`config.mk`:
```
export PLATFORM = sky130hd
export DESIGN_NAME = bc1_bc2_bc3_block_decoder_top
export DESIGN_NICKNAME = d
export VERILOG_FILES = /design/src/hw/rtl/bc_pkg.sv /design/src/hw/rtl/bc_blk_ser.sv /design/src/hw/rtl/bc_wsel.sv /design/src/hw/rtl/bc_wsum.sv /design/src/hw/rtl/bc_scale.sv /design/src/hw/rtl/bc1_bc2_bc3_block_decoder_top.sv
export SDC_FILE = /design/constraint.sdc
export NUM_CORES = 1
export LEC_CHECK = 0
export BUFFER_PORTS_ARGS = -buffer_cell sky130_fd_sc_hd__buf_2
export CORE_ASPECT_RATIO = 0.75
export CORE_MARGIN = 1.5
export CORE_UTILIZATION = 30
export CTS_BUF_LIST = sky130_fd_sc_hd__clkbuf_8
export CTS_CLUSTER_SIZE = 25
export DETAILED_ROUTE_END_ITERATION = 10
export HOLD_SLACK_MARGIN = 0.15
export SYNTH_ARGS = -nofsm -noshare
export SYNTH_HDL_FRONTEND = slang
export SYNTH_SLANG_ARGS = --single-unit
```
`constraint.sdc`:
```
create_clock -name clock -period 16.7 [get_ports clock]
set_clock_uncertainty 0.15 [all_clocks]
set_input_delay 0.835 -clock clock [delete_from_list [all_inputs] [get_ports clock]]
set_output_delay 0.835 -clock clock [all_outputs]
set_load 0.005 [all_outputs]
```
`src/hw/rtl/bc_pkg.sv`:
```
package bc_pkg;

   localparam logic [1:0] FMT_DXT1 = 2'd0;
   localparam logic [1:0] FMT_DXT3 = 2'd1;
   localparam logic [1:0] FMT_DXT5 = 2'd2;

   localparam int unsigned PIX_PER_BLK = 16;

   // reciprocals for truncating division of the palette sums
   localparam logic [10:0] RECIP_THIRD   = 11'd683;   // /3, shift 11
   localparam logic [11:0] RECIP_FIFTH   = 12'd3277;  // /5, shift 14
   localparam logic [11:0] RECIP_SEVENTH = 12'd2341;  // /7, shift 14

   typedef enum logic [2:0] {
      DIV_ONE,
      DIV_HALF,
      DIV_THIRD,
      DIV_FIFTH,
      DIV_SEVENTH
   } div_type;

   // one pixel, straight out of the block register
   typedef struct packed {
      logic [15:0] c0;
      logic [15:0] c1;
      logic [7:0]  a0;
      logic [7:0]  a1;
      logic [1:0]  cidx;
      logic [3:0]  anib;
      logic [2:0]  aidx;
      logic [1:0]  fmt;
      logic [1:0]  px;
      logic [1:0]  py;
      logic        last;
   } pix_raw_type;

   // expanded endpoints and the weights of the selected palette entry
   typedef struct packed {
      logic [2:0][7:0] e0;
      logic [2:0][7:0] e1;
      logic [1:0]      cwa;
      logic [1:0]      cwb;
      div_type         cdiv;
      logic [7:0]      a0;
      logic [7:0]      a1;
      logic [2:0]      awa;
      logic [2:0]      awb;
      div_type         adiv;
      logic            aconst;
      logic [7:0]      aval;
      logic [1:0]      px;
      logic [1:0]      py;
      logic            last;
   } pix_wt_type;

   typedef struct packed {
      logic [2:0][9:0] csum;
      div_type         cdiv;
      logic [10:0]     asum;
      div_type         adiv;
      logic            aconst;
      logic [7:0]      aval;
      logic [1:0]      px;
      logic [1:0]      py;
      logic            last;
   } pix_sum_type;

endpackage

```
`src/hw/rtl/bc_blk_ser.sv`:
```
module bc_blk_ser (
   input  logic                 clock,
   input  logic                 reset,
   input  logic                 blk_valid,
   output logic                 blk_ready,
   input  logic [63:0]          color_block,
   input  logic [63:0]          alpha_block,
   input  logic [1:0]           fmt,
   output logic                 out_valid,
   input  logic                 out_ready,
   output bc_pkg::pix_raw_type  out_data
);
   import bc_pkg::*;

   logic [15:0] c0_ff, c0_in;
   logic [15:0] c1_ff, c1_in;
   logic [7:0]  a0_ff, a0_in;
   logic [7:0]  a1_ff, a1_in;
   logic [1:0]  fmt_ff, fmt_in;
   logic [31:0] cidx_ff, cidx_in;
   logic [63:0] anib_ff, anib_in;
   logic [47:0] aidx_ff, aidx_in;
   logic [3:0]  cnt_ff, cnt_in;
   logic        blk_vld_ff, blk_vld_in;

   logic        s0_vld_ff, s0_vld_in;
   pix_raw_type s0_ff, s0_in;

   logic s0_rdy;
   logic emit;
   logic last_emit;
   logic load;

   assign s0_rdy    = !s0_vld_ff || out_ready;
   assign emit      = blk_vld_ff && s0_rdy;
   assign last_emit = emit && (cnt_ff == 4'(PIX_PER_BLK - 1));
   // next block is taken in the cycle its predecessor's last pixel leaves
   assign blk_ready = !blk_vld_ff || last_emit;
   assign load      = blk_valid && blk_ready;

   always_comb begin
      c0_in      = c0_ff;
      c1_in      = c1_ff;
      a0_in      = a0_ff;
      a1_in      = a1_ff;
      fmt_in     = fmt_ff;
      cidx_in    = cidx_ff;
      anib_in    = anib_ff;
      aidx_in    = aidx_ff;
      cnt_in     = cnt_ff;
      blk_vld_in = blk_vld_ff;
      if (emit) begin
         cnt_in  = cnt_ff + 4'd1;
         cidx_in = {2'b00, cidx_ff[31:2]};
         anib_in = {4'b0000, anib_ff[63:4]};
         aidx_in = {3'b000, aidx_ff[47:3]};
      end
      if (last_emit) begin
         blk_vld_in = 1'b0;
      end
      if (load) begin
         c0_in      = color_block[15:0];
         c1_in      = color_block[31:16];
         cidx_in    = color_block[63:32];
         a0_in      = alpha_block[7:0];
         a1_in      = alpha_block[15:8];
         anib_in    = alpha_block;
         aidx_in    = alpha_block[63:16];
         fmt_in     = fmt;
         cnt_in     = 4'd0;
         blk_vld_in = 1'b1;
      end
   end

   always_comb begin
      s0_vld_in = s0_vld_ff;
      s0_in     = s0_ff;
      if (s0_rdy) begin
         s0_vld_in  = blk_vld_ff;
         s0_in.c0   = c0_ff;
         s0_in.c1   = c1_ff;
         s0_in.a0   = a0_ff;
         s0_in.a1   = a1_ff;
         s0_in.cidx = cidx_ff[1:0];
         s0_in.anib = anib_ff[3:0];
         s0_in.aidx = aidx_ff[2:0];
         s0_in.fmt  = fmt_ff;
         s0_in.px   = cnt_ff[1:0];
         s0_in.py   = cnt_ff[3:2];
         s0_in.last = (cnt_ff == 4'(PIX_PER_BLK - 1));
      end
   end

   always_ff @(posedge clock) begin
      if (reset) begin
         blk_vld_ff <= 1'b0;
         cnt_ff     <= 4'd0;
         s0_vld_ff  <= 1'b0;
      end else begin
         blk_vld_ff <= blk_vld_in;
         cnt_ff     <= cnt_in;
         s0_vld_ff  <= s0_vld_in;
      end
   end

   always_ff @(posedge clock) begin
      c0_ff   <= c0_in;
      c1_ff   <= c1_in;
      a0_ff   <= a0_in;
      a1_ff   <= a1_in;
      fmt_ff  <= fmt_in;
      cidx_ff <= cidx_in;
      anib_ff <= anib_in;
      aidx_ff <= aidx_in;
      s0_ff   <= s0_in;
   end

   assign out_valid = s0_vld_ff;
   assign out_data  = s0_ff;

   a_idle_cnt_zero: assert property (@(posedge clock) disable iff (reset)
      !blk_vld_ff |-> cnt_ff == 4'd0)
      else $error("pixel counter nonzero with no block held");

   a_last_flag: assert property (@(posedge clock) disable iff (reset)
      last_emit |=> s0_vld_ff && s0_ff.last)
      else $error("sixteenth pixel not flagged last");

   a_stall_hold: assert property (@(posedge clock) disable iff (reset)
      s0_vld_ff && !out_ready |=> s0_vld_ff && $stable(s0_ff))
      else $error("stalled pixel changed");

   a_no_load_busy: assert property (@(posedge clock) disable iff (reset)
      blk_vld_ff && !last_emit |-> !load)
      else $error("block loaded while previous block still serializing");

endmodule

```
`src/hw/rtl/bc_wsel.sv`:
```
module bc_wsel (
   input  logic                 clock,
   input  logic                 reset,
   input  logic                 in_valid,
   output logic                 in_ready,
   input  bc_pkg::pix_raw_type  in_data,
   output logic                 out_valid,
   input  logic                 out_ready,
   output bc_pkg::pix_wt_type   out_data
);
   import bc_pkg::*;

   logic       vld_ff, vld_in;
   pix_wt_type wt_ff, wt_in;

   logic       three_mode;
   logic [2:0] j;

   assign in_ready = !vld_ff || out_ready;
   assign j        = in_data.aidx;

   always_comb begin
      three_mode = (in_data.fmt != FMT_DXT3) && (in_data.fmt != FMT_DXT5)
                   && (in_data.c0 <= in_data.c1);

      wt_in       = wt_ff;
      wt_in.e0[0] = {in_data.c0[15:11], in_data.c0[15:13]};
      wt_in.e0[1] = {in_data.c0[10:5], in_data.c0[10:9]};
      wt_in.e0[2] = {in_data.c0[4:0], in_data.c0[4:2]};
      wt_in.e1[0] = {in_data.c1[15:11], in_data.c1[15:13]};
      wt_in.e1[1] = {in_data.c1[10:5], in_data.c1[10:9]};
      wt_in.e1[2] = {in_data.c1[4:0], in_data.c1[4:2]};
      wt_in.a0    = in_data.a0;
      wt_in.a1    = in_data.a1;
      wt_in.px    = in_data.px;
      wt_in.py    = in_data.py;
      wt_in.last  = in_data.last;

      case (in_data.cidx)
         2'd0: begin
            wt_in.cwa  = 2'd1;
            wt_in.cwb  = 2'd0;
            wt_in.cdiv = DIV_ONE;
         end
         2'd1: begin
            wt_in.cwa  = 2'd0;
            wt_in.cwb  = 2'd1;
            wt_in.cdiv = DIV_ONE;
         end
         2'd2: begin
            wt_in.cwa  = three_mode ? 2'd1 : 2'd2;
            wt_in.cwb  = 2'd1;
            wt_in.cdiv = three_mode ? DIV_HALF : DIV_THIRD;
         end
         default: begin
            // black in three-color mode
            wt_in.cwa  = three_mode ? 2'd0 : 2'd1;
            wt_in.cwb  = three_mode ? 2'd0 : 2'd2;
            wt_in.cdiv = three_mode ? DIV_ONE : DIV_THIRD;
         end
      endcase

      wt_in.awa    = 3'd0;
      wt_in.awb    = 3'd0;
      wt_in.adiv   = DIV_ONE;
      wt_in.aconst = 1'b1;
      wt_in.aval   = (three_mode && in_data.cidx == 2'd3) ? 8'd0 : 8'd255;
      if (in_data.fmt == FMT_DXT3) begin
         wt_in.aval = {in_data.anib, in_data.anib};
      end else if (in_data.fmt == FMT_DXT5) begin
         wt_in.aconst = 1'b0;
         if (j == 3'd0) begin
            wt_in.awa = 3'd1;
         end else if (j == 3'd1) begin
            wt_in.awb = 3'd1;
         end else if (in_data.a0 > in_data.a1) begin
            wt_in.awa  = 3'(4'd8 - {1'b0, j});
            wt_in.awb  = j - 3'd1;
            wt_in.adiv = DIV_SEVENTH;
         end else if (j < 3'd6) begin
            wt_in.awa  = 3'(4'd6 - {1'b0, j});
            wt_in.awb  = j - 3'd1;
            wt_in.adiv = DIV_FIFTH;
         end else begin
            wt_in.aconst = 1'b1;
            wt_in.aval   = (j == 3'd7) ? 8'd255 : 8'd0;
         end
      end
   end

   always_comb begin
      vld_in = in_ready ? in_valid : vld_ff;
   end

   always_ff @(posedge clock) begin
      if (reset) begin
         vld_ff <= 1'b0;
      end else begin
         vld_ff <= vld_in;
      end
   end

   always_ff @(posedge clock) begin
      if (in_ready) begin
         wt_ff <= wt_in;
      end
   end

   assign out_valid = vld_ff;
   assign out_data  = wt_ff;

endmodule

```
`src/hw/rtl/bc_wsum.sv`:
```
module bc_wsum (
   input  logic                 clock,
   input  logic                 reset,
   input  logic                 in_valid,
   output logic                 in_ready,
   input  bc_pkg::pix_wt_type   in_data,
   output logic                 out_valid,
   input  logic                 out_ready,
   output bc_pkg::pix_sum_type  out_data
);
   import bc_pkg::*;

   logic        vld_ff, vld_in;
   pix_sum_type sum_ff, sum_in;

   assign in_ready = !vld_ff || out_ready;

   always_comb begin
      for (int ch = 0; ch < 3; ch++) begin
         sum_in.csum[ch] = 10'(in_data.cwa) * 10'(in_data.e0[ch])
                         + 10'(in_data.cwb) * 10'(in_data.e1[ch]);
      end
      sum_in.asum   = 11'(in_data.awa) * 11'(in_data.a0)
                    + 11'(in_data.awb) * 11'(in_data.a1);
      sum_in.cdiv   = in_data.cdiv;
      sum_in.adiv   = in_data.adiv;
      sum_in.aconst = in_data.aconst;
      sum_in.aval   = in_data.aval;
      sum_in.px     = in_data.px;
      sum_in.py     = in_data.py;
      sum_in.last   = in_data.last;
      vld_in        = in_ready ? in_valid : vld_ff;
   end

   always_ff @(posedge clock) begin
      if (reset) begin
         vld_ff <= 1'b0;
      end else begin
         vld_ff <= vld_in;
      end
   end

   always_ff @(posedge clock) begin
      if (in_ready) begin
         sum_ff <= sum_in;
      end
   end

   assign out_valid = vld_ff;
   assign out_data  = sum_ff;

endmodule

```
`src/hw/rtl/bc_scale.sv`:
```
module bc_scale (
   input  logic                 clock,
   input  logic                 reset,
   input  logic                 in_valid,
   output logic                 in_ready,
   input  bc_pkg::pix_sum_type  in_data,
   output logic                 out_valid,
   input  logic                 out_ready,
   output logic [7:0]           red,
   output logic [7:0]           green,
   output logic [7:0]           blue,
   output logic [7:0]           alpha,
   output logic [1:0]           pixel_x,
   output logic [1:0]           pixel_y,
   output logic                 last_pixel
);
   import bc_pkg::*;

   logic            vld_ff, vld_in;
   logic [2:0][7:0] rgb_ff, rgb_in;
   logic [7:0]      alpha_ff, alpha_in;
   logic [1:0]      px_ff, py_ff;
   logic            last_ff;

   logic [2:0][20:0] cprod;
   logic [24:0]      aprod5;
   logic [24:0]      aprod7;

   assign in_ready = !vld_ff || out_ready;

   always_comb begin
      for (int ch = 0; ch < 3; ch++) begin
         cprod[ch] = 21'(in_data.csum[ch]) * 21'(RECIP_THIRD);
         case (in_data.cdiv)
            DIV_HALF:  rgb_in[ch] = in_data.csum[ch][8:1];
            DIV_THIRD: rgb_in[ch] = cprod[ch][18:11];
            default:   rgb_in[ch] = in_data.csum[ch][7:0];
         endcase
      end
      aprod5 = 25'(in_data.asum) * 25'(RECIP_FIFTH);
      aprod7 = 25'(in_data.asum) * 25'(RECIP_SEVENTH);
      if (in_data.aconst) begin
         alpha_in = in_data.aval;
      end else begin
         case (in_data.adiv)
            DIV_FIFTH:   alpha_in = aprod5[21:14];
            DIV_SEVENTH: alpha_in = aprod7[21:14];
            default:     alpha_in = in_data.asum[7:0];
         endcase
      end
      vld_in = in_ready ? in_valid : vld_ff;
   end

   always_ff @(posedge clock) begin
      if (reset) begin
         vld_ff <= 1'b0;
      end else begin
         vld_ff <= vld_in;
      end
   end

   always_ff @(posedge clock) begin
      if (in_ready) begin
         rgb_ff   <= rgb_in;
         alpha_ff <= alpha_in;
         px_ff    <= in_data.px;
         py_ff    <= in_data.py;
         last_ff  <= in_data.last;
      end
   end

   assign out_valid  = vld_ff;
   assign red        = rgb_ff[0];
   assign green      = rgb_ff[1];
   assign blue       = rgb_ff[2];
   assign alpha      = alpha_ff;
   assign pixel_x    = px_ff;
   assign pixel_y    = py_ff;
   assign last_pixel = last_ff;

endmodule

```
`src/hw/rtl/bc1_bc2_bc3_block_decoder_top.sv`:
```
// channel  dir  word                              handshake
// req      in   one compressed 4x4 block          req_tvalid / req_tready
// rsp      out  one RGBA pixel, raster order      rsp_tvalid / rsp_tready, rsp_tlast
// csr      in   block format (0 DXT1, 1 DXT3, 2 DXT5)  csr_wen, no wait
//
// Each block yields 16 pixel words, one per cycle while rsp is not stalled,
// counted by the pixel counter in the block register. The first pixel word
// passes the block register and the unpack, weights, sums and scale regs.
// The next block is taken in the cycle the last pixel of the current one
// leaves the block register. Reset is synchronous and clears all valids and
// the format (DXT1). A stall on rsp holds every stage; nothing is dropped.
module bc1_bc2_bc3_block_decoder_top (
   input  logic          clock,
   input  logic          reset,
   input  logic          req_tvalid,
   output logic          req_tready,
   input  logic [127:0]  req_tdata,   // [63:0] color_block, [127:64] alpha_block
   output logic          rsp_tvalid,
   input  logic          rsp_tready,
   output logic [39:0]   rsp_tdata,   // red, green, blue, alpha, pixel_x, pixel_y, pad
   output logic          rsp_tlast,   // last_pixel
   input  logic          csr_wen,
   input  logic [1:0]    csr_wdata    // block_format
);
   import bc_pkg::*;

   logic [1:0] fmt_ff, fmt_in;

   logic        raw_vld, raw_rdy;
   pix_raw_type raw_data;
   logic        wt_vld, wt_rdy;
   pix_wt_type  wt_data;
   logic        sum_vld, sum_rdy;
   pix_sum_type sum_data;

   logic [7:0] red, green, blue, alpha;
   logic [1:0] pixel_x, pixel_y;

   assign fmt_in = csr_wen ? csr_wdata : fmt_ff;

   always_ff @(posedge clock) begin
      if (reset) begin
         fmt_ff <= FMT_DXT1;
      end else begin
         fmt_ff <= fmt_in;
      end
   end

   bc_blk_ser u_ser (
      .clock       (clock),
      .reset       (reset),
      .blk_valid   (req_tvalid),
      .blk_ready   (req_tready),
      .color_block (req_tdata[63:0]),
      .alpha_block (req_tdata[127:64]),
      .fmt         (fmt_ff),
      .out_valid   (raw_vld),
      .out_ready   (raw_rdy),
      .out_data    (raw_data)
   );

   bc_wsel u_wsel (
      .clock     (clock),
      .reset     (reset),
      .in_valid  (raw_vld),
      .in_ready  (raw_rdy),
      .in_data   (raw_data),
      .out_valid (wt_vld),
      .out_ready (wt_rdy),
      .out_data  (wt_data)
   );

   bc_wsum u_wsum (
      .clock     (clock),
      .reset     (reset),
      .in_valid  (wt_vld),
      .in_ready  (wt_rdy),
      .in_data   (wt_data),
      .out_valid (sum_vld),
      .out_ready (sum_rdy),
      .out_data  (sum_data)
   );

   bc_scale u_scale (
      .clock      (clock),
      .reset      (reset),
      .in_valid   (sum_vld),
      .in_ready   (sum_rdy),
      .in_data    (sum_data),
      .out_valid  (rsp_tvalid),
      .out_ready  (rsp_tready),
      .red        (red),
      .green      (green),
      .blue       (blue),
      .alpha      (alpha),
      .pixel_x    (pixel_x),
      .pixel_y    (pixel_y),
      .last_pixel (rsp_tlast)
   );

   assign rsp_tdata = {4'b0000, pixel_y, pixel_x, alpha, blue, green, red};

endmodule
```
# Word-level counts from Yosys, hierarchy flattened
# Cells that the tools add are included.
[word_totals]
ff_bits = 461
inputBits = 135
[op_classes]
bitwise = 1
n_reduce_logical = 25
mul = 13
eq_ne = 14
order_cmp = 3
mux = 32
n_addsub = 8
[op_table]
columns = ["op", "n"]
rows = [
  ["64-bit two-way mux", 2],
  ["48-bit two-way mux", 2],
  ["32-bit two-way mux", 2],
  ["8-bit one-hot mux with 2 select lines", 4],
  ["2-bit by 8-bit multiplier with 10-bit output", 6],
  ["10-bit by 10-bit multiplier with 19-bit output, second input constant", 3],
  ["9-bit two-way mux", 6],
  ["11-bit by 12-bit multiplier with 22-bit output, second input constant", 2],
  ["8-bit two-way mux", 5],
  ["10-bit adder", 3],
  ["3-bit by 8-bit multiplier with 11-bit output", 2],
  ["7-bit one-hot mux with 3 select lines", 1],
  ["16-bit less-or-equal comparator", 1],
  ["11-bit adder", 1],
  ["8-bit greater-than comparator", 1],
  ["2-bit two-way mux", 4],
  ["2-bit == test, second input constant", 3],
  ["3-bit by 1-bit == test with 1-bit output, second input constant", 2],
  ["3-bit by 2-bit == test with 1-bit output, second input constant", 2],
  ["3-bit == test, second input constant", 2],
  ["1-bit logical AND", 6],
  ["1-bit two-way mux", 6],
  ["1-bit logical NOT", 5],
  ["1-bit logical OR", 5],
  ["17 further kinds", 20],
]

# Depth between registers and ports, before layout
[depth]
word_depth = 11
ltp_mapped = 21

# Cells and area by module
# From an unflattened synthesis, not the netlist that was laid out.
[unflattened]
cells_unflattened = 2313
hier_area_um2 = 29399.4
[modules_own_cells]
columns = ["module", "area_each_um2", "cells_each", "n_inst", "seq_area_each_um2"]
rows = [
  ["bc_scale", 10207.3, 1033, 1, 1131.1],
  ["bc_blk_ser", 9655.5, 446, 1, 7777.5],
  ["bc_wsum", 5977.0, 576, 1, 1851.8],
  ["bc_wsel", 3458.3, 247, 1, 2182.1],
  ["bc1_bc2_bc3_block_decoder_top", 101.3, 11, 1, 40.0],
]

# Worst setup path before layout
# Ideal clock, no wire load.
[synth_timing]
kind = "input to register"
startpoint = "input req_tvalid"
endpoint = "register u_ser.aidx_ff[0], enable pin"
required_time_ns = 15.714
slack_ns = 5.000
path_buffers = 0
setup_time_ns = 0.836
stages = 2
arrival_time_ns = 10.713
path_cell_list = "inv_1 > o21ai_0"
[synth_via]
elab_chain_len = 2
[synth_rtl]
columns = ["element", "line", "rtl"]
rows = [
  ["start: declaration", "bc1_bc2_bc3_block_decoder_top.sv:15", "input logic req_tvalid,"],
  ["1-bit logical AND", "bc_blk_ser.sv:39", "assign load = blk_valid && blk_ready;"],
  ["2-bit nonzero test (no source line)", "n/a", ""],
  ["end signal: assignment", "bc_blk_ser.sv:114", "aidx_ff <= aidx_in;"],
  ["end: declaration", "bc_blk_ser.sv:22", "logic [47:0] aidx_ff, aidx_in;"],
]
# No other way between the ends.
# A chain may end at the register's enable or synchronous reset.

# Worst setup path in the final report
[layout_timing]
startpoint = "register u_wsum.sum_ff (netlist bit u_wsum.out_data[20])"
endpoint = "register u_scale.alpha_ff[6] (netlist: u_scale.alpha[6]) (data pin)"
[layout_via]
elab_chain_len = 3
[layout_rtl]
columns = ["element", "line", "rtl"]
rows = [
  ["start: declaration", "bc_wsum.sv:14", "pix_sum_type sum_ff, sum_in;"],
  ["start signal: assignment", "bc_wsum.sv:45", "sum_ff <= sum_in;"],
  ["11-bit by 12-bit multiplier with 22-bit output (on tied branches)", "bc_scale.sv:41, bc_scale.sv:40", ""],
  ["8-bit one-hot mux with 2 select lines *", "bc_scale.sv:45", "case (in_data.adiv)"],
  ["8-bit two-way mux *", "bc_scale.sv:42", "if (in_data.aconst) begin"],
  ["via u_scale.alpha_in[6]", "bc_scale.sv:21", "logic [7:0] alpha_ff, alpha_in;"],
  ["end signal: assignment", "bc_scale.sv:65", "alpha_ff <= alpha_in;"],
  ["end: declaration", "bc_scale.sv:21", ""],
]
# The timed path passes the listed nets; every way through them passes the cells marked *.

==> flow_metrics.tcl <==
set metrics [dict create \
    detail_route.iter0.violations 946 \
    design.die.area_um2 94600 \
    first_global_vias 17500 \
    detail_route.first_pass.iterations 5 \
    port-buffer-count 173 \
    worst_skew_pair.late_latency_ps 660 \
    detailroute.via_count 17200 \
    drive_gt1_share_pct 11.2 \
    cts-root-buf "sky130_fd_sc_hd__clkbuf_8" \
    regToRegEndpoint "u_scale.alpha[6]" \
    crit-reg2reg-launch "u_wsum.out_data[20]" \
    area_growth_from_synthesis_to_final_layout_pct 14.5 \
    clock_input_transition_at_the_sequential_cells_of_the_worst_setup_and_hold_paths_ps 60 \
    max-cap-violations 0 \
    drtAntennaViolNets 0 \
    synth_warnings 0 \
    timing_worst_setup_path_type "flip-flop to flip-flop" \
    antenna_violations_before_repair 15 \
    cts-htree-levels 3 \
    layout_min_cycle_time_ps 5590 \
    timing.final.max_slew_violations 0 \
    dp.final_hpwl_mm 45.8 \
    numClockSinks 430 \
    cp-startpoint "u_wsum.out_data[20]" \
    globalRouteOverflowTotal 0 \
    synth_top_cell_area_share_pct 45.2 \
    clock_tree_from_tritoncts "yes" \
    hold_class "primary input to flip-flop" \
    grt.total_usage_pct 12.7 \
    timing.fmax_ghz 0.179 \
    avgSynthCellArea_um2 11.7 \
    groute.layer.met1.usage_pct 18.6 \
    route.detailed.drc 0 \
    regToRegSetupSlack_ps 11110 \
    globalRouteMet2Util_pct 18.6 \
    worstPathRequired_ps 16960 \
    vias_per_cell 4.42 \
    wl_mm 59.6 \
    place_inst 3733 \
    syn_inst 2372 \
    initial_core_utilization_pct 30.3 \
    largest_net_degree_at_the_start_of_global_routing 96 \
    netlist_top_cells_area "sky130_fd_sc_hd__edfxtp_1, sky130_fd_sc_hd__ha_1, sky130_fd_sc_hd__fa_1, sky130_fd_sc_hd__nand2_1, sky130_fd_sc_hd__inv_1" \
    netlist-cell-type-count 66 \
    max_slew_margin_pct 29.5 \
    grt-busiest-layer "met1" \
    setup_total_negative_slack_ps 0 \
    cts-resized-gates 0 \
    die_height_um 267 \
    final.period_utilization_pct 33.5 \
    prevailing_post_synth_register_cell "sky130_fd_sc_hd__edfxtp_1" \
    worst_setup_path_end_kind "flip-flop" \
    floorplan.die.width_um 355 \
    routed_wire_length_per_instance_um 15.3 \
    grt_first_pass_wirelength_mm 95.3 \
    core.rowCount 96 \
    synth-async-reset-ratio_pct 0 \
    synth_sequential_area_ratio_pct 46.0 \
    numnets_final 3294 \
    placer_congestion 0.877 \
    crit_path_start_kind "flip-flop" \
    rsz_0062_raised_after_global_routing "no" \
    run_status "completed" \
    ioPinCount 178 \
    hold_violations 0 \
    worst_pin_slew_ps 1060 \
    finalSetupViolations 0 \
    grtUsageMet3_pct 3.12 \
    tritoncts.num_buffers 78 \
    cts.path.max_buffers 3 \
    summed_instance_area_of_the_synthesized_netlist_um2 27800 \
    placeableCoreArea_um2 91600 \
    critPathCapture "u_scale.alpha[6]" \
    synth_largest_area_cell "sky130_fd_sc_hd__edfxtp_1" \
    synth_edf_count 419 \
    crit_arrival_ps 5850 \
    fin_cells 3891 \
    synth-seq-cells 430 \
    critical_path_peak_fanout 8 \
    r2r_cells 19 \
    postCtsSetupRepairBufs 0 \
]
==> metal layers <==
metal | up-vias | share of wire [%]
met5 | - | 0.24
met4 | 22 | 2.2
met3 | 115 | 6.1
met2 | 380 | 41
met1 | 8240 | 50
li1 | 8459 | -
==> flip-flops by register name, summed over array words and instances, names as in the netlist, 2 cells and up <==
| register | cells |
|---|---|
| u_ser.fmt_ff | 2 |
| u_scale.red | 8 |
| u_ser.a1_ff | 8 |
| u_ser.anib_ff | 63 |
| u_ser.out_data | 64 |
| u_ser.c1_ff | 16 |
| u_scale.blue | 8 |
| u_wsum.out_data | 55 |
| u_scale.green | 8 |
| u_ser.cidx_ff | 32 |
| u_scale.alpha | 8 |
| u_scale.pixel_x | 2 |
| u_ser.aidx_ff | 46 |
| u_ser.c0_ff | 16 |
| u_scale.pixel_y | 2 |
| fmt_ff | 2 |
| u_ser.a0_ff | 8 |
| u_ser.cnt_ff | 4 |
| u_wsel.out_data | 72 |
==> layout make-up <==
class                   count  area, µm²
fillers                  9124      59800
multi-input cells        1524      13400
flip-flops and latches    430      12800
well taps                1225       1530
inverters                 374       1410
clock buffers              79       1090
repair buffers            194       1060
clock inverters            63        503
diodes                      2       5.00
==> stage by stage <==
step / setup slack, ps / cell area (µm²) / util [%] / hold WS, ps
global placement: 11150 / 30100 / 32.8 / 251
global route: 10780 / 31800 / 34.7 / 156
CTS: 11120 / 31800 / 34.7 / 151
finish: 11110 / 31800 / 34.7 / 217
floorplan: 5000 / 27800 / - / 250
detailed placement: 11150 / 30100 / 32.8 / 255
==> critical path, stage by stage (launching register included) <==
cell and delay, ps:
sky130_fd_sc_hd__edfxtp_1 570, sky130_fd_sc_hd__inv_1 230, sky130_fd_sc_hd__ha_1 380, sky130_fd_sc_hd__fa_1 550
sky130_fd_sc_hd__inv_1 70, sky130_fd_sc_hd__fa_1 530, sky130_fd_sc_hd__inv_1 60, sky130_fd_sc_hd__fa_1 410
sky130_fd_sc_hd__inv_1 80, sky130_fd_sc_hd__fa_1 420, sky130_fd_sc_hd__ha_1 340, sky130_fd_sc_hd__a21oi_1 160
sky130_fd_sc_hd__o211a_1 160, sky130_fd_sc_hd__nor3_1 60, sky130_fd_sc_hd__o41a_1 430, sky130_fd_sc_hd__a21o_1 230
sky130_fd_sc_hd__a21oi_1 180, sky130_fd_sc_hd__xnor2_1 80, sky130_fd_sc_hd__a22oi_1 180, sky130_fd_sc_hd__a21oi_1 80
==> logic make-up after synthesis <==
logic type,Yosys count,share of synthesized area [%]
simple gates,633,9.73
fa+ha+maj,557,29.8
flops,430,46.0
buf+inv,421,5.79
compound gates,235,5.66
xor+xnor,90,2.83
mux,5,0.189
other cells,1,0.0135
==> cell usage in the layout (no fill, tap or decap), types with 4 or more instances in the layout <==
master | synthesis | routed
sky130_fd_sc_hd__fa_1 | 174 | 174
sky130_fd_sc_hd__buf_4 | 4 | 7
sky130_fd_sc_hd__o21ai_1 | 18 | 18
sky130_fd_sc_hd__dfxtp_1 | 11 | 11
sky130_fd_sc_hd__o221ai_1 | 4 | 4
sky130_fd_sc_hd__a21oi_1 | 81 | 81
sky130_fd_sc_hd__xnor2_1 | 62 | 62
sky130_fd_sc_hd__nand4_1 | 8 | 8
sky130_fd_sc_hd__dlygate4sd3_1 | 0 | 14
sky130_fd_sc_hd__clkinv_2 | 0 | 4
sky130_fd_sc_hd__a21o_1 | 30 | 30
sky130_fd_sc_hd__o21ai_0 | 9 | 8
sky130_fd_sc_hd__o211ai_1 | 4 | 4
sky130_fd_sc_hd__and2_1 | 60 | 60
sky130_fd_sc_hd__and3_1 | 4 | 4
sky130_fd_sc_hd__a211oi_1 | 5 | 5
sky130_fd_sc_hd__nor2b_1 | 9 | 9
sky130_fd_sc_hd__nand2_1 | 453 | 450
sky130_fd_sc_hd__o31ai_1 | 5 | 5
sky130_fd_sc_hd__clkinv_1 | 0 | 24
sky130_fd_sc_hd__buf_2 | 13 | 173
sky130_fd_sc_hd__nand3_1 | 12 | 12
sky130_fd_sc_hd__nor2_1 | 42 | 42
sky130_fd_sc_hd__inv_1 | 372 | 389
sky130_fd_sc_hd__conb_1 | 1 | 4
sky130_fd_sc_hd__o21a_1 | 6 | 6
sky130_fd_sc_hd__a221oi_1 | 16 | 16
sky130_fd_sc_hd__xor2_1 | 28 | 28
sky130_fd_sc_hd__clkbuf_8 | 0 | 79
sky130_fd_sc_hd__nand2b_1 | 9 | 9
sky130_fd_sc_hd__o21bai_1 | 20 | 20
sky130_fd_sc_hd__ha_1 | 383 | 383
sky130_fd_sc_hd__bufinv_16 | 0 | 7
sky130_fd_sc_hd__nor3_1 | 18 | 18
sky130_fd_sc_hd__a22oi_1 | 12 | 12
sky130_fd_sc_hd__edfxtp_1 | 419 | 419
==> synth_stat cells (8+ instances only) <==
cell type,count
sky130_fd_sc_hd__xnor2_1,62
sky130_fd_sc_hd__a21o_1,30
sky130_fd_sc_hd__nor2_1,42
sky130_fd_sc_hd__o21ai_0,9
sky130_fd_sc_hd__nand2b_1,9
sky130_fd_sc_hd__dfxtp_1,11
sky130_fd_sc_hd__o21bai_1,20
sky130_fd_sc_hd__xor2_1,28
sky130_fd_sc_hd__o21ai_1,18
sky130_fd_sc_hd__nor2b_1,9
sky130_fd_sc_hd__nor3_1,18
sky130_fd_sc_hd__buf_2,13
sky130_fd_sc_hd__a221oi_1,16
sky130_fd_sc_hd__nand3_1,12
sky130_fd_sc_hd__clkbuf_1,29
sky130_fd_sc_hd__nand4_1,8
sky130_fd_sc_hd__a21oi_1,81
sky130_fd_sc_hd__inv_1,372
sky130_fd_sc_hd__a22oi_1,12
sky130_fd_sc_hd__fa_1,174
sky130_fd_sc_hd__edfxtp_1,419
sky130_fd_sc_hd__and2_1,60
sky130_fd_sc_hd__ha_1,383
sky130_fd_sc_hd__nand2_1,453
==> what timing repair did <==
item                                   CTS  global route
endpoints found under the hold margin   14             0
setup endpoints to repair                0             0
hold buffers                            14             0
==> worst min path at each step <==
stage                             from                 end  slack, ps  cells after the start
floorplan           u_wsum.out_data[0]  u_scale.last_pixel        250                      0
global placement        u_ser.a0_ff[1]  u_ser.out_data[25]        250                      0
detailed placement  u_wsum.out_data[1]  u_scale.pixel_y[0]        250                      0
CTS                      req_tdata[16]      u_ser.c1_ff[0]        150                      1
global route             req_tdata[16]      u_ser.c1_ff[0]        160                      1
finish                   req_tdata[16]      u_ser.c1_ff[0]        220                      1
Power is left out: the tool's default activity adds up to more than one toggle a clock period on the data nets, which glitch-free logic cannot reach.
